File: src/sv/uartto_pkg.sv
// ----------------------------------------------------------------------------
// uartto_pkg
// Shared types and constants for the 8N1 UART with start and stop timeouts.
// ----------------------------------------------------------------------------
package uartto_pkg;

	localparam int CPB_W     = 16;
	localparam int TMO_W     = 32;
	localparam int RX_CNT_W  = 17;
	localparam int TX_FRAME_W = 10;
	localparam int TX_BITS_W = 4;
	localparam int CFG_IDX_W = 1;
	localparam int CFG_DATA_W = 32;

	localparam logic [CFG_IDX_W-1:0] CFG_CYCLES_PER_BIT = 1'd0;
	localparam logic [CFG_IDX_W-1:0] CFG_TIMEOUT_TICKS  = 1'd1;

	localparam logic [CPB_W-1:0] CPB_RESET     = 16'd6076;
	localparam logic [TMO_W-1:0] TMO_NEVER     = 32'hFFFF_FFFF;
	localparam logic [TX_BITS_W-1:0] TX_FRAME_BITS = 4'd10;

	localparam logic [1:0] RX_EV_NONE      = 2'd0;
	localparam logic [1:0] RX_EV_BYTE      = 2'd1;
	localparam logic [1:0] RX_EV_START_TMO = 2'd2;
	localparam logic [1:0] RX_EV_STOP_TMO  = 2'd3;

	localparam logic [1:0] RX_IDLE = 2'd0;
	localparam logic [1:0] RX_DATA = 2'd1;
	localparam logic [1:0] RX_STOP = 2'd2;

	typedef struct packed {
		logic tx_line;
		logic tx_busy;
		logic send_accepted;
	} tx_res_t;

	typedef struct packed {
		logic [1:0] rx_event;
		logic [7:0] rx_byte;
	} rx_res_t;

endpackage

File: src/sv/uartto_tx.sv
// ----------------------------------------------------------------------------
// uartto_tx
// 8N1 transmitter; its bit timer advances one tick per stepped item.
// ----------------------------------------------------------------------------
module uartto_tx import uartto_pkg::*; (
	input  logic             clk,
	input  logic             arst_n,
	input  logic             step,
	input  logic             send_valid,
	input  logic [7:0]       send_byte,
	input  logic [CPB_W-1:0] cycles_per_bit,
	output tx_res_t          res
);

	logic [TX_FRAME_W-1:0] shift_q, shift_a, shift_d;
	logic [TX_BITS_W-1:0]  bits_left_q, bits_left_a, bits_left_d;
	logic [CPB_W-1:0]      tick_q, tick_a, tick_inc, tick_d;
	logic                  acc, busy;

	always_comb begin
		acc         = send_valid && (bits_left_q == '0);
		shift_a     = acc ? {1'b1, send_byte, 1'b0} : shift_q;
		bits_left_a = acc ? TX_FRAME_BITS : bits_left_q;
		tick_a      = acc ? '0 : tick_q;
		busy        = bits_left_a != '0;
		tick_inc    = tick_a + 1'b1;
		shift_d     = shift_a;
		bits_left_d = bits_left_a;
		tick_d      = tick_a;
		if (busy) begin
			if (tick_inc >= cycles_per_bit) begin
				shift_d     = {1'b1, shift_a[TX_FRAME_W-1:1]};
				bits_left_d = bits_left_a - 1'b1;
				tick_d      = '0;
			end else begin
				tick_d = tick_inc;
			end
		end
		res.tx_line       = busy ? shift_a[0] : 1'b1;
		res.tx_busy       = busy;
		res.send_accepted = acc;
	end

	always_ff @(posedge clk or negedge arst_n) begin
		if (!arst_n) begin
			shift_q     <= '1;
			bits_left_q <= '0;
			tick_q      <= '0;
		end else if (step) begin
			shift_q     <= shift_d;
			bits_left_q <= bits_left_d;
			tick_q      <= tick_d;
		end
	end

endmodule

File: src/sv/uartto_rx.sv
// ----------------------------------------------------------------------------
// uartto_rx
// 8N1 receiver with start-bit and stop-bit timeouts.
// ----------------------------------------------------------------------------
module uartto_rx import uartto_pkg::*; (
	input  logic             clk,
	input  logic             arst_n,
	input  logic             step,
	input  logic             rx_level,
	input  logic [CPB_W-1:0] cycles_per_bit,
	input  logic [TMO_W-1:0] timeout_ticks,
	output rx_res_t          res
);

	logic [1:0]          mode_q, mode_d;
	logic [RX_CNT_W-1:0] tick_q, tick_d, tick_inc, target;
	logic [2:0]          idx_q, idx_d;
	logic [7:0]          shift_q, shift_d;
	logic [TMO_W-1:0]    wait_q, wait_d;
	logic                expired;
	logic [TMO_W-1:0]    wait_exp;

	always_comb begin
		if (timeout_ticks == TMO_NEVER) begin
			expired  = 1'b0;
			wait_exp = wait_q;
		end else if (wait_q >= timeout_ticks) begin
			expired  = 1'b1;
			wait_exp = '0;
		end else begin
			expired  = 1'b0;
			wait_exp = wait_q + 1'b1;
		end

		target   = (idx_q == '0)
			? ({1'b0, cycles_per_bit} + {2'b00, cycles_per_bit[CPB_W-1:1]})
			: {1'b0, cycles_per_bit};
		tick_inc = tick_q + 1'b1;

		mode_d      = mode_q;
		tick_d      = tick_q;
		idx_d       = idx_q;
		shift_d     = shift_q;
		wait_d      = wait_q;
		res.rx_event = RX_EV_NONE;
		res.rx_byte  = '0;

		case (mode_q)
			RX_DATA: begin
				if (tick_inc >= target) begin
					shift_d        = shift_q;
					shift_d[idx_q] = shift_q[idx_q] | rx_level;
					tick_d         = '0;
					if (idx_q == 3'd7) begin
						idx_d  = '0;
						mode_d = RX_STOP;
						wait_d = '0;
					end else begin
						idx_d = idx_q + 1'b1;
					end
				end else begin
					tick_d = tick_inc;
				end
			end
			RX_STOP: begin
				if (rx_level) begin
					res.rx_event = RX_EV_BYTE;
					res.rx_byte  = shift_q;
					mode_d       = RX_IDLE;
					wait_d       = '0;
				end else if (expired) begin
					res.rx_event = RX_EV_STOP_TMO;
					mode_d       = RX_IDLE;
					wait_d       = '0;
				end else begin
					wait_d = wait_exp;
				end
			end
			default: begin
				mode_d = RX_IDLE;
				if (!rx_level) begin
					mode_d  = RX_DATA;
					tick_d  = '0;
					idx_d   = '0;
					shift_d = '0;
					wait_d  = '0;
				end else begin
					wait_d = wait_exp;
					if (expired) begin
						res.rx_event = RX_EV_START_TMO;
					end
				end
			end
		endcase
	end

	always_ff @(posedge clk or negedge arst_n) begin
		if (!arst_n) begin
			mode_q  <= RX_IDLE;
			tick_q  <= '0;
			idx_q   <= '0;
			shift_q <= '0;
			wait_q  <= '0;
		end else if (step) begin
			mode_q  <= mode_d;
			tick_q  <= tick_d;
			idx_q   <= idx_d;
			shift_q <= shift_d;
			wait_q  <= wait_d;
		end
	end

endmodule

File: src/sv/uart_tx_rx_with_timeout_top.sv
// ----------------------------------------------------------------------------
// uart_tx_rx_with_timeout_top
// 8N1 UART transmitter and receiver, one stream transaction per clock tick.
//
// Each input transaction is one tick of the bit timer: it carries the sampled
// receive level, a send request flag (s_tuser) and the byte to send. Every
// input transaction yields exactly one output transaction with the transmit
// line level, busy and accept flags, and the receive event (m_tuser) with the
// received byte.
// A transaction passes through the input register and then the result register
// before output valid. Throughput is one transaction per cycle while the
// output is not stalled, set by the state update between the two registers.
// A stalled output holds the result register and, once the input register is
// full, deasserts s_tready; no transaction is lost or repeated.
// Reset clears both stages, idles the transmitter and receiver and loads
// cycles_per_bit 6076 and timeout_ticks all ones (no timeout). Write the
// configuration channel only while no transaction is in flight.
// ----------------------------------------------------------------------------
module uart_tx_rx_with_timeout_top import uartto_pkg::*; (
	input  logic                  clk,
	input  logic                  arst_n,
	input  logic                  s_tvalid,
	output logic                  s_tready,
	input  logic [15:0]           s_tdata,  // rx_level, send_byte[7:0], zero pad
	input  logic                  s_tuser,  // send_valid
	output logic                  m_tvalid,
	input  logic                  m_tready,
	output logic [15:0]           m_tdata,  // tx_line, tx_busy, send_accepted, rx_byte[7:0], pad
	output logic [1:0]            m_tuser,  // rx_event[1:0]
	input  logic                  cfg_valid,
	output logic                  cfg_ready,
	input  logic [CFG_IDX_W-1:0]  cfg_addr,
	input  logic [CFG_DATA_W-1:0] cfg_data
);

	logic             in_valid_s1;
	logic             rx_level_s1;
	logic             send_valid_s1;
	logic [7:0]       send_byte_s1;
	logic             advance;
	logic [CPB_W-1:0] cpb_q;
	logic [TMO_W-1:0] tmo_q;
	tx_res_t          tx_res;
	rx_res_t          rx_res;
	logic             out_valid_s2;
	tx_res_t          tx_res_s2;
	rx_res_t          rx_res_s2;

	assign advance   = in_valid_s1 && (!out_valid_s2 || m_tready);
	assign s_tready  = !in_valid_s1 || advance;
	assign cfg_ready = 1'b1;

	always_ff @(posedge clk or negedge arst_n) begin
		if (!arst_n) begin
			cpb_q <= CPB_RESET;
			tmo_q <= TMO_NEVER;
		end else if (cfg_valid) begin
			case (cfg_addr)
				CFG_CYCLES_PER_BIT: cpb_q <= cfg_data[CPB_W-1:0];
				CFG_TIMEOUT_TICKS:  tmo_q <= cfg_data[TMO_W-1:0];
				default: ;
			endcase
		end
	end

	always_ff @(posedge clk or negedge arst_n) begin
		if (!arst_n) begin
			in_valid_s1 <= 1'b0;
		end else if (s_tready) begin
			in_valid_s1 <= s_tvalid;
		end
	end

	always_ff @(posedge clk) begin
		if (s_tready && s_tvalid) begin
			rx_level_s1   <= s_tdata[0];
			send_byte_s1  <= s_tdata[8:1];
			send_valid_s1 <= s_tuser;
		end
	end

	uartto_tx u_tx (
		.clk            (clk),
		.arst_n         (arst_n),
		.step           (advance),
		.send_valid     (send_valid_s1),
		.send_byte      (send_byte_s1),
		.cycles_per_bit (cpb_q),
		.res            (tx_res)
	);

	uartto_rx u_rx (
		.clk            (clk),
		.arst_n         (arst_n),
		.step           (advance),
		.rx_level       (rx_level_s1),
		.cycles_per_bit (cpb_q),
		.timeout_ticks  (tmo_q),
		.res            (rx_res)
	);

	always_ff @(posedge clk or negedge arst_n) begin
		if (!arst_n) begin
			out_valid_s2 <= 1'b0;
		end else if (advance) begin
			out_valid_s2 <= 1'b1;
		end else if (m_tready) begin
			out_valid_s2 <= 1'b0;
		end
	end

	always_ff @(posedge clk) begin
		if (advance) begin
			tx_res_s2 <= tx_res;
			rx_res_s2 <= rx_res;
		end
	end

	assign m_tvalid = out_valid_s2;
	assign m_tdata  = {5'd0, rx_res_s2.rx_byte, tx_res_s2.send_accepted,
		tx_res_s2.tx_busy, tx_res_s2.tx_line};
	assign m_tuser  = rx_res_s2.rx_event;

endmodule

File: config.mk
export PLATFORM = sky130hd
export DESIGN_NAME = uart_tx_rx_with_timeout_top
export DESIGN_NICKNAME = d
export VERILOG_FILES = /design/src/sv/uartto_pkg.sv /design/src/sv/uartto_tx.sv /design/src/sv/uartto_rx.sv /design/src/sv/uart_tx_rx_with_timeout_top.sv
export SDC_FILE = /design/constraint.sdc
export NUM_CORES = 1
export LEC_CHECK = 0
export BUFFER_PORTS_ARGS = -buffer_cell sky130_fd_sc_hd__buf_2
export CAP_MARGIN = 15
export CORE_AREA = 8 8 132 165
export CTS_BUF_LIST = sky130_fd_sc_hd__clkbuf_16
export CTS_CLUSTER_SIZE = 16
export DETAILED_ROUTE_END_ITERATION = 6
export DIE_AREA = 0 0 140 173
export PLACE_DENSITY = 0.71
export SYNTH_ARGS = -nofsm -noshare
export SYNTH_HDL_FRONTEND = slang
export SYNTH_SLANG_ARGS = --single-unit
File: constraint.sdc
create_clock -name clk -period 5.8 [get_ports clk]
set_input_delay 0.29 -clock clk [delete_from_list [all_inputs] [get_ports clk]]
set_output_delay 0.29 -clock clk [all_outputs]
set_load 0.05 [all_outputs]
==> metrics.md, run 1 <==
| Metric | Value |
|---|---|
| Sequential fraction of the synthesis area | `41.8%` |
| Mapped Cells | `1,087` |
| H-tree depth | `4` |
| Worst-path clk slew | `70 ps` |
| # diodes | `0` |
| GP Congestion | `0.875` |
| Final ANT Viol Nets | `0` |
| Std-Cell Rows | `57` |
| Power Density | `333 mW/mm^2` |
| Max Cap Violations | `0` |
| Clk Latency, worst-skew pair | `430 ps` |
| Layout cells sized above 1 | `17.5%` |
| Initial antenna violation count | `0` |
| Setup_tns | `0 ps` |
| Worst slew pin tran | `1030 ps` |
| Die area | `0.0242 mm^2` |
| First-pass GRT wire length | `39.2 mm` |
| Post-synthesis register bit count | `165` |
| Initial core utilization | `53.9%` |
| Syn Std Cell Area | `0.0103 mm^2` |
| Worst path required time | `6150 ps` |
| CP Capture Type | `flip-flop` |
| Clock Tree Root | `clkbuf_16` |
| # resized after CTS | `0` |
| Vias/cell | `5.78` |
| RSZ-0062 raised after global routing | `false` |
| Fin crit share | `89.5%` |
| Nets@finish | `1,289` |
| Max-slew headroom | `30.9%` |
| Buffer count from post-CTS setup fixing | `0` |
| Pin count of the biggest net entering global routing | `80` |
| Vias in the first global route | `8,054` |
| Reg area | `0.00431 mm^2` |
| Fillers | `1,689` |
| TritonCTS buffer count | `17` |
| CP arrival | `5540 ps` |
| DR WL/cell | `17.2 um` |
| CTS tree | `done` |
| Ys async rst share | `86.1%` |
| Area of the core | `0.0191 mm^2` |
| Post-route non-filler standard cell count | `1,391` |
| Final Skew | `11.4 ps` |
| Clock Path Buffers | `2` |
| GRT Total Usage | `20.0%` |
| Min-Delay Path Class | `input pin to flip-flop` |
| Placed Cells | `1,358` |
| Most frequent cells in the layout | `nand2_1, ha_1, dfrtp_1` |
| Multi-input gate area | `0.00554 mm^2` |
| Outcome | `complete, no violations` |
| Main synth FF type | `dfrtp_1` |
| Die W | `140 um` |
| IO buf count | `62` |
| Layout Area Growth over Synthesis | `10.6%` |
| Max VDD drop | `0.234 mV` |
| Initial DRC count | `476` |
| Yosys cell types | `69` |
| DRT Wirelength | `23.9 mm` |
| Hold Fails Final Rpt | `0` |
| Residual DRC | `0` |
| Ports | `76` |
| Minimum clock period | `5190 ps` |
| Pre-Repair DR Iteration Count | `5` |
| Overflow after GRT | `0` |
| Setup crit start kind | `flip-flop` |
| Ys Warns | `0` |
| Vias | `8,044` |
| Post-DP HPWL | `17.5 mm` |
| Pins Over Slew Limit | `0` |
| CP Class | `flip-flop to flip-flop` |
| EDFF count, synth | `23` |
| Leakage | `5.30 nW` |
| CP max FO | `32` |
| Clock sink count | `165` |
| Peak Freq | `193 MHz` |
| Commonest non-fill, non-tap cell in the layout | `nand2_1` |
| Finish-stage setup viols | `0` |
| Syn_area_per_cell | `9.48 um^2` |
| Die height | `173 um` |
[report_power, final]
group / switching (mW) / internal (mW) / leakage (nW)
logic: 0.807 / 0.454 / 3.05
clock network: 0.494 / 0.593 / 0.263
registers: 0.117 / 1.33 / 1.98
total: 1.42 / 2.37 / 5.30
[routing by layer]
layer	part of all wire, %	GRT usage, %	wire length, um	vias to the layer above
met5	0	0	0	-
met4	2.3	7.30	553	0
met3	3.6	3.72	871	42
met2	51	35.7	12200	163
met1	43	23.3	10200	3856
li1	-	-	-	3983
[final cells by class]
cell class,instances,share of cell area [%]
multi-input cells,809,48.6
flip-flops and latches,165,37.8
clock buffers,17,3.73
repair buffers,75,3.66
well taps,236,2.59
inverters,74,2.44
clock inverters,15,1.14
[through the flow]
step	util, %	total power [mW]	setup slack (ps)	hold WS [ps]	instance area, um^2
2_1_floorplan	-	2.35	1350	-5.59	10300
3_3_place_gp	56.6	2.68	659	379	10800
3_5_place_dp	56.6	2.71	631	379	10800
4_1_cts	59.6	3.81	605	13.2	11400
5_1_grt	59.6	4.03	258	15.2	11400
6_report	59.6	3.79	612	31.4	11400
[registers in the layout (all words and copies together), names as in the netlist]
register / count
u_tx.bits_left_q: 4
m_tdata: 11
send_byte_s1: 8
cpb_q: 16
u_tx.tick_q: 16
m_tvalid: 1
in_valid_s1: 1
m_tuser: 2
u_rx.mode_q: 2
tmo_q: 32
u_tx.shift_q: 10
u_rx.idx_q: 3
u_rx.wait_q: 32
rx_level_s1: 1
send_valid_s1: 1
u_rx.tick_q: 17
u_rx.shift_q: 8
[repair_timing]
action / 4_1_cts / 5_1_grt
hold endpoints to repair: 46 / 0
setup endpoints to repair: 0 / 0
hold buffers: 1 / 0
[worst max-delay path, stage by stage, from the launching register on]
cell and delay (ps):
dfrtp_1 460, ha_1 280, fa_1 440, a211o_1 280, o211ai_1 150, a211oi_1 170
o311a_1 420, or3_1 310, a21oi_1 150, a21oi_1 60, ha_1 340, a211oi_1 230
o21ai_0 110, or4_1 430, o31a_1 510, nand2_2 270, a21oi_2 50, buf_4 270
a21oi_1 160
[synthesized netlist by cell type, types with 37 or more instances]
library cell,n,area share [%]
nand2_1,110,4.0
inv_1,72,2.6
nand4_1,42,2.6
ha_1,91,11
nand3_1,55,2.7
mux2_2,37,4.0
dfrtp_1,91,22
xor2_1,41,3.5
a21oi_1,61,3.0
and3_1,37,2.2
dfstp_2,51,13
nor2_1,78,2.8
o21ai_0,59,2.9
[final timing paths]
check                                 from              end  slack [ps]  cells after the start
min reg2reg                u_rx.tick_q[16]  u_rx.tick_q[16]         480                      2
max                               cpb_q[0]  u_rx.wait_q[22]         610                     18
min in group asynchronous           arst_n  u_rx.wait_q[31]         470                      2
max in group asynchronous           arst_n  u_tx.tick_q[15]        4030                      3
max reg2reg                       cpb_q[0]  u_rx.wait_q[22]         610                     18
min                                s_tuser    send_valid_s1          30                      1
[cell families after synthesis]
logic type | Yosys count | share of synthesized area (%)
AND/OR/NAND/NOR | 391 | 18.6
AO/OA/AOI/OAI | 205 | 12.7
flip-flops | 165 | 41.8
buffers and inverters | 117 | 4.64
adder cells (fa/ha/maj) | 92 | 11.2
XOR/XNOR | 66 | 5.61
multiplexers | 49 | 5.26
other | 2 | 0.0729
Note: power is estimated with default switching activity, not from simulation.
==> inputs of run 2 (changes only) <==
--- a/config.mk
+++ b/config.mk
@@ -5,14 +5,14 @@
 export SDC_FILE = /design/constraint.sdc
 export NUM_CORES = 1
 export LEC_CHECK = 0
-export BUFFER_PORTS_ARGS = -buffer_cell sky130_fd_sc_hd__buf_2
 export CAP_MARGIN = 15
 export CORE_AREA = 8 8 132 165
 export CTS_BUF_LIST = sky130_fd_sc_hd__clkbuf_16
 export CTS_CLUSTER_SIZE = 16
 export DETAILED_ROUTE_END_ITERATION = 6
 export DIE_AREA = 0 0 140 173
-export PLACE_DENSITY = 0.71
+export DONT_BUFFER_PORTS = 1
+export PLACE_DENSITY = 0.67
 export SYNTH_ARGS = -nofsm -noshare
 export SYNTH_HDL_FRONTEND = slang
 export SYNTH_SLANG_ARGS = --single-unit
==> metrics.md, run 2 (synthesis gave the netlist of run 1 again) <==
| Metric | Value |
|---|---|
| Worst-path clk slew | `70 ps (about the same)` |
| Initial antenna violation count | `2 (+2)` |
| Clk Latency, worst-skew pair | `430 ps (about the same)` |
| Fin area | `0.0116 mm^2 (+1.6%)` |
| Finish-stage setup viols | `0 (unchanged)` |
| Post-DP HPWL | `17.0 mm (-2.7%)` |
| Clock sink count | `165 (unchanged)` |
| Comb power frac | `31.4% (-1.8 points)` |
| IO buf count | `0 (-100%)` |
| Hold_sp | `cfg_data[14]` |
| Pins Over Slew Limit | `0 (unchanged)` |
| Setup crit start kind | `flip-flop` |
| Worst setup startpoint | `cpb_q[0]` |
| First-pass GRT wire length | `39.5 mm (+0.92%)` |
| Commonest non-fill, non-tap cell in the layout | `nand2_1` |
| Die W | `140 um (unchanged)` |
| Net Sw Power | `1.37 mW (-3.5%)` |
| Biggest regs | `tmo_q x32, u_rx.wait_q x32, u_rx.tick_q x17` |
| Overflow after GRT | `0 (unchanged)` |
| Worst r2r src | `cpb_q[0]` |
| Final Skew | `11.3 ps (-0.0333 ps)` |
| Residual DRC | `0 (unchanged)` |
| Fillers | `1,691 (+0.12%)` |
| Reg area | `0.00431 mm^2 (unchanged)` |
| Max-slew headroom | `34.1% (+3.2 points)` |
| Leakage | `5.28 nW (-0.35%)` |
| RSZ-0062 raised after global routing | `false` |
| CTS tree | `done` |
| Min-Delay Path Class | `input pin to flip-flop` |
| Sw frac | `35.3% (-2.1 points)` |
| Fin crit share | `89.2% (-0.24 points)` |
| Minimum clock period | `5170 ps (-13.6 ps)` |
| Clock network fraction of design power | `30.8% (+2.1 points)` |
| Vias | `7,966 (-0.97%)` |
| GP Congestion | `0.819 (-6.5%)` |
| Worst slew pin tran | `985 ps (-47.1 ps)` |
| Initial core utilization | `53.9% (unchanged)` |
| CP Class | `flip-flop to flip-flop` |
| Ports | `76 (unchanged)` |
| Nets@finish | `1,267 (-1.7%)` |
| Outcome | `complete, no violations` |
| CP arrival | `5520 ps (-20 ps)` |
| H-tree depth | `4 (unchanged)` |
| Buffer count from post-CTS setup fixing | `0 (unchanged)` |
| CP Capture Type | `flip-flop` |
| Die area | `0.0242 mm^2 (unchanged)` |
| P_int | `2.51 mW (+5.8%)` |
| Hold Fails Final Rpt | `0 (unchanged)` |
| Placed Instance Area | `0.0105 mm^2 (-3.1%)` |
| Peak Freq | `193 MHz (+0.26%)` |
| Vias/cell | `5.81 (+0.47%)` |
| Layout Area Growth over Synthesis | `12.4%` |
| TritonCTS buffer count | `17 (unchanged)` |
| Std-Cell Rows | `57 (unchanged)` |
| Pin count of the biggest net entering global routing | `143 (+79%)` |
| Power Density | `335 mW/mm^2 (+0.65%)` |
| Pre-Repair DR Iteration Count | `4 (-1)` |
| Final ANT Viol Nets | `0 (unchanged)` |
| Multi-input gate area | `0.00554 mm^2 (unchanged)` |
| CP max FO | `32 (unchanged)` |
| DR WL/cell | `17.3 um (+0.87%)` |
| Area of the core | `0.0191 mm^2 (unchanged)` |
| Total Power | `3.88 mW (+2.3%)` |
| DRT Wirelength | `23.7 mm (-0.58%)` |
| Initial DRC count | `352 (-26%)` |
| Setup_tns | `0 ps (unchanged)` |
| GRT Total Usage | `20.2% (+0.25 points)` |
| Max VDD drop | `0.235 mV (+0.62%)` |
| Layout cells sized above 1 | `12.1% (-5.4 points)` |
| Share of power burned in registers | `37.9% (-0.2 points)` |
| Worst path required time | `6150 ps (about the same)` |
| Most frequent cells in the layout | `nand2_1, ha_1, dfrtp_1` |
| Die height | `173 um (unchanged)` |
| Clock Tree Root | `clkbuf_16` |
| Clock Path Buffers | `2 (unchanged)` |
| Vias in the first global route | `8,175 (+1.5%)` |
| Max Cap Violations | `0 (unchanged)` |
-- run 2: cell count changes in the layout (fill, tap and decap cells not counted), sizes merged, moves of 2 or more --
cell / change
clkinvlp: -4
bufinv: +3
clkinv: +2
buf: -65
dlygate4sd3: +43
diode: +2
-- run 2: worst paths after layout --
path                                   end  slack (ps)  depth (start not counted)
max in group asynchronous  u_rx.tick_q[11]        4660                          2
hold reg to reg            u_tx.shift_q[0]         490                          1
hold / removal                   tmo_q[14]          20                          1
setup / recovery           u_rx.wait_q[16]         630                         18
setup reg to reg           u_rx.wait_q[16]         630                         18
min in group asynchronous   u_rx.tick_q[4]         460                          2
-- run 2: metal layers --
metal  GRT usage [%]  routed length, um  vias to the layer above
li1                -                  -                     3950
met1            22.7               9910                     3805
met2            35.6              12100                      155
met3            4.08                834                       56
met4            10.4                894                        0
met5               0                  0                        -
-- run 2: cell type report --
class | count | share of cell area (%)
Timing Repair Buffer | 53 | 4.67
Multi-Input combinational cell | 809 | 47.8
Clock inverter | 15 | 1.63
Clock buffer | 17 | 3.67
Sequential cell | 165 | 37.2
Tap cell | 236 | 2.55
Antenna cell | 2 | 0.0432
Inverter | 74 | 2.40
-- run 2: worst max-delay path, stage by stage (launching register included) --
cell and delay [ps]:
dfrtp_1 470, ha_1 280, fa_1 430, a211o_1 280, o211ai_1 150, a211oi_1 190
o311a_1 420, or3_1 310, a21oi_1 140, a21oi_1 60, ha_1 330, a211oi_1 210
o21ai_0 100, or4_1 430, o31a_1 510, nand2_2 260, a21oi_2 50, buf_4 270
a21oi_1 170
-- run 2: repair_timing --
item,in CTS,in global routing
endpoints found under the hold margin,198,0
hold buffers,45,0
resized for setup,0,0
endpoints found under the setup margin,0,0
-- run 2: power groups by stage --
stage / sequential (mW) / combinational (mW) / clock, mW
global route: 1.49 / 1.38 / 1.26
global placement: 1.49 / 1.14 / 0
finish: 1.47 / 1.22 / 1.19
detailed placement: 1.49 / 1.17 / 0
floorplan: 1.45 / 0.907 / 0
CTS: 1.47 / 1.22 / 1.22
-- run 2: per-stage QoR --
stage | hold slack [ps] | setup slack, ps | instances | utilization, %
global placement | 2.65 | 651 | 1292 | 54.9
finish | 19.9 | 626 | 1371 | 60.6
global route | 6.64 | 283 | 1371 | 60.6
CTS | 1.73 | 633 | 1369 | 60.6
detailed placement | 3.36 | 645 | 1292 | 54.9
floorplan | -5.59 | 1350 | 1091 | -
==> inputs of run 3 (changes only) <==
--- a/config.mk
+++ b/config.mk
@@ -6,13 +6,13 @@
 export NUM_CORES = 1
 export LEC_CHECK = 0
 export CAP_MARGIN = 15
-export CORE_AREA = 8 8 132 165
+export CORE_AREA = 8 8 186 118
 export CTS_BUF_LIST = sky130_fd_sc_hd__clkbuf_16
 export CTS_CLUSTER_SIZE = 16
 export DETAILED_ROUTE_END_ITERATION = 6
-export DIE_AREA = 0 0 140 173
+export DIE_AREA = 0 0 194 126
 export DONT_BUFFER_PORTS = 1
-export PLACE_DENSITY = 0.67
+export PLACE_DENSITY = 0.72
 export SYNTH_ARGS = -nofsm -noshare
 export SYNTH_HDL_FRONTEND = slang
 export SYNTH_SLANG_ARGS = --single-unit
==> constraint.sdc (replaced) <==
create_clock -name clk -period 4.5 [get_ports clk]
set_input_delay 0.225 -clock clk [delete_from_list [all_inputs] [get_ports clk]]
set_output_delay 0.225 -clock clk [all_outputs]
set_load 0.05 [all_outputs]
==> metrics.md, run 3 (synthesis gave the netlist of run 1 again) <==
| Metric | Value |
|---|---|
| Min-Delay Path Class | `input pin to flip-flop` |
| Vias/cell | `6.02 (+3.7%)` |
| CP Cell Sequence | `ha_4 > fa_2 > a211o_1 > o211ai_1 > a211oi_2 > o311a_1 > buf_4 > o21ai_0 > a21oi_2 > a21oi_2 > ha_1 > a211oi_2 > o21ai_1 > or4_4 > o31a_1 > buf_4 > clkbuf_16 > buf_4 > nand4_1 > xor2_1 > nor2_1` |
| Clk Latency, worst-skew pair | `450 ps (+20 ps)` |
| Place WS | `-273 ps (-918 ps)` |
| GP Congestion | `0.887 (+8.3%)` |
| Total Power | `5.83 mW (+50%)` |
| Setup_tns | `-12,780 ps (-12,780 ps)` |
| Initial DRC count | `924 (+160%)` |
| Clock Tree Root | `clkbuf_16` |
| Max stage delay on crit path | `540 ps (+30 ps)` |
| Placed Instance Area | `0.0108 mm^2 (+3.1%)` |
| Overflow after GRT | `0 (unchanged)` |
| Clock sink count | `165 (unchanged)` |
| Placed Cells | `1,345 (+4.1%)` |
| Cell family with most CP delay | `compound AO/OA/AOI/OAI gates` |
| Final core occ | `65.9% (+5.3 points)` |
| Die height | `126 um (-27%)` |
| Biggest regs | `tmo_q x32, u_rx.wait_q x32, u_rx.tick_q x17` |
| RSZ-0062 raised after global routing | `true` |
| CP max FO | `4 (-88%)` |
| Std-Cell Rows | `40 (-30%)` |
| CP Capture Type | `flip-flop` |
| Worst-path clk slew | `70 ps (about the same)` |
| Initial antenna violation count | `0 (-2)` |
| Final WS setup | `-345 ps (-970 ps)` |
| IO buf count | `0 (unchanged)` |
| Final ANT Viol Nets | `0 (unchanged)` |
| Critical Path Most Common Cell | `buf_4` |
| Hold Fails Final Rpt | `0 (unchanged)` |
| # diodes | `0 (-2)` |
| Final hold slack | `22.3 ps (+2.39 ps)` |
| First-pass GRT wire length | `44.3 mm (+12%)` |
| Most frequent cells in the layout | `nand2_1, dfrtp_1, ha_1` |
| Max-slew headroom | `40.9% (+6.9 points)` |
| TritonCTS buffer count | `17 (unchanged)` |
| H-tree depth | `4 (unchanged)` |
| Failing checks | `setup timing` |
| Post-route non-filler standard cell count | `1,448 (+5.6%)` |
| Minimum clock period | `4840 ps (-330 ps)` |
| Vias | `8,721 (+9.5%)` |
| Initial core utilization | `53.3% (-0.57 points)` |
| Finish-stage setup viols | `57 (+57)` |
| CTS tree | `done` |
| Ports | `76 (unchanged)` |
| Final Skew | `14.6 ps (+3.32 ps)` |
| CP bufs+invs | `4 (+3)` |
| Layout cells sized above 1 | `22.6% (+10 points)` |
| Fin crit share | `108% (+18 points)` |
| Peak Freq | `206 MHz (+6.8%)` |
| Fin area | `0.0127 mm^2 (+10%)` |
| Residual DRC | `0 (unchanged)` |
| Setup crit start kind | `flip-flop` |
| DRT Wirelength | `28.6 mm (+20%)` |
| Max VDD drop | `0.301 mV (+28%)` |
| Worst slew pin tran | `883 ps (-102 ps)` |
| Slowest cell on crit path | `or4_4` |
| GRT Total Usage | `22.3% (+2.0 points)` |
| Die W | `194 um (+39%)` |
| CP arrival | `5180 ps (-340 ps)` |
| Worst path required time | `4830 ps (-1320 ps)` |
| Layout Area Growth over Synthesis | `23.6%` |
| Pre-Repair DR Iteration Count | `5 (+1)` |
| Outcome | `complete, but fails checks` |
| Pin count of the biggest net entering global routing | `143 (unchanged)` |
| Max Cap Violations | `0 (unchanged)` |
| Leakage | `5.67 nW (+7.5%)` |
| Nets@finish | `1,330 (+5.0%)` |
| Vias in the first global route | `8,244 (+0.84%)` |
| Power Density | `458 mW/mm^2 (+37%)` |
| Pins Over Slew Limit | `0 (unchanged)` |
| Area of the core | `0.0193 mm^2 (+1.1%)` |
| Post-DP HPWL | `18.4 mm (+8.4%)` |
| DR WL/cell | `19.7 um (+14%)` |
| CP Class | `flip-flop to flip-flop` |
| Clock Path Buffers | `2 (unchanged)` |
| Die area | `0.0244 mm^2 (+0.92%)` |
| Commonest non-fill, non-tap cell in the layout | `nand2_1` |
run 3: cell count changes in the layout (fill, tap and decap cells not counted), sizes merged, moves of 2 or more:
cell,before,now
clkbuf,17,22
diode,2,0
clkinvlp,0,2
clkinv,8,5
bufinv,4,2
buf,9,68
run 3: worst reg2reg max path, stage by stage (launching register included):
cell and delay, ps:
dfrtp_1 410, ha_4 180, fa_2 390, a211o_1 280, o211ai_1 180, a211oi_2 160, o311a_1 320, buf_4 140
o21ai_0 200, a21oi_2 90, a21oi_2 140, ha_1 280, a211oi_2 190, o21ai_1 100, or4_4 540, o31a_1 340
buf_4 160, clkbuf_16 140, buf_4 140, nand4_1 110, xor2_1 190, nor2_1 70
run 3: cell type report:
type                       instances  area (um^2)
multi-input combinational        810         6000
clock buffer                      20          500
timing repair buffer             115         1180
clock inverter                    12          153
sequential                       165         4310
tap                              252          315
inverter                          74          278
fill                            1484         6580
run 3: final timing paths:
kind	startpoint	end	slack, ps	depth (start not counted)
max	cpb_q[1]	u_rx.wait_q[15]	-340	21
min	cfg_data[2]	cpb_q[2]	20	2
max reg2reg	cpb_q[1]	u_rx.wait_q[15]	-340	21
min reg2reg	u_tx.shift_q[0]	u_tx.shift_q[0]	490	1
max in group asynchronous	arst_n	u_rx.shift_q[2]	3520	2
min in group asynchronous	arst_n	u_rx.tick_q[3]	450	2
run 3: per-layer routing:
layer / vias to the layer above / GRT usage [%] / share of wire [%]
li1: 4069 / - / -
met1: 4318 / 31.6 / 47
met2: 289 / 34.2 / 46
met3: 45 / 4.92 / 6.2
met4: 0 / 5.10 / 1.5
met5: - / 0 / 0
run 3: repair_timing:
item	in CTS	in global routing
gates resized for setup	60	64
endpoints found under the setup margin	54	70
hold buffers	46	0
buffers inserted	9	10
endpoints found under the hold margin	201	0
pin swaps	22	33
gates cloned	3	3
run 3: power breakdown:
part	total, mW	switching, mW	internal (mW)	leakage (nW)
Clock	1.60	0.669	0.934	0.317
Combinational	2.32	1.28	1.04	3.37
Sequential	1.90	0.188	1.71	1.98
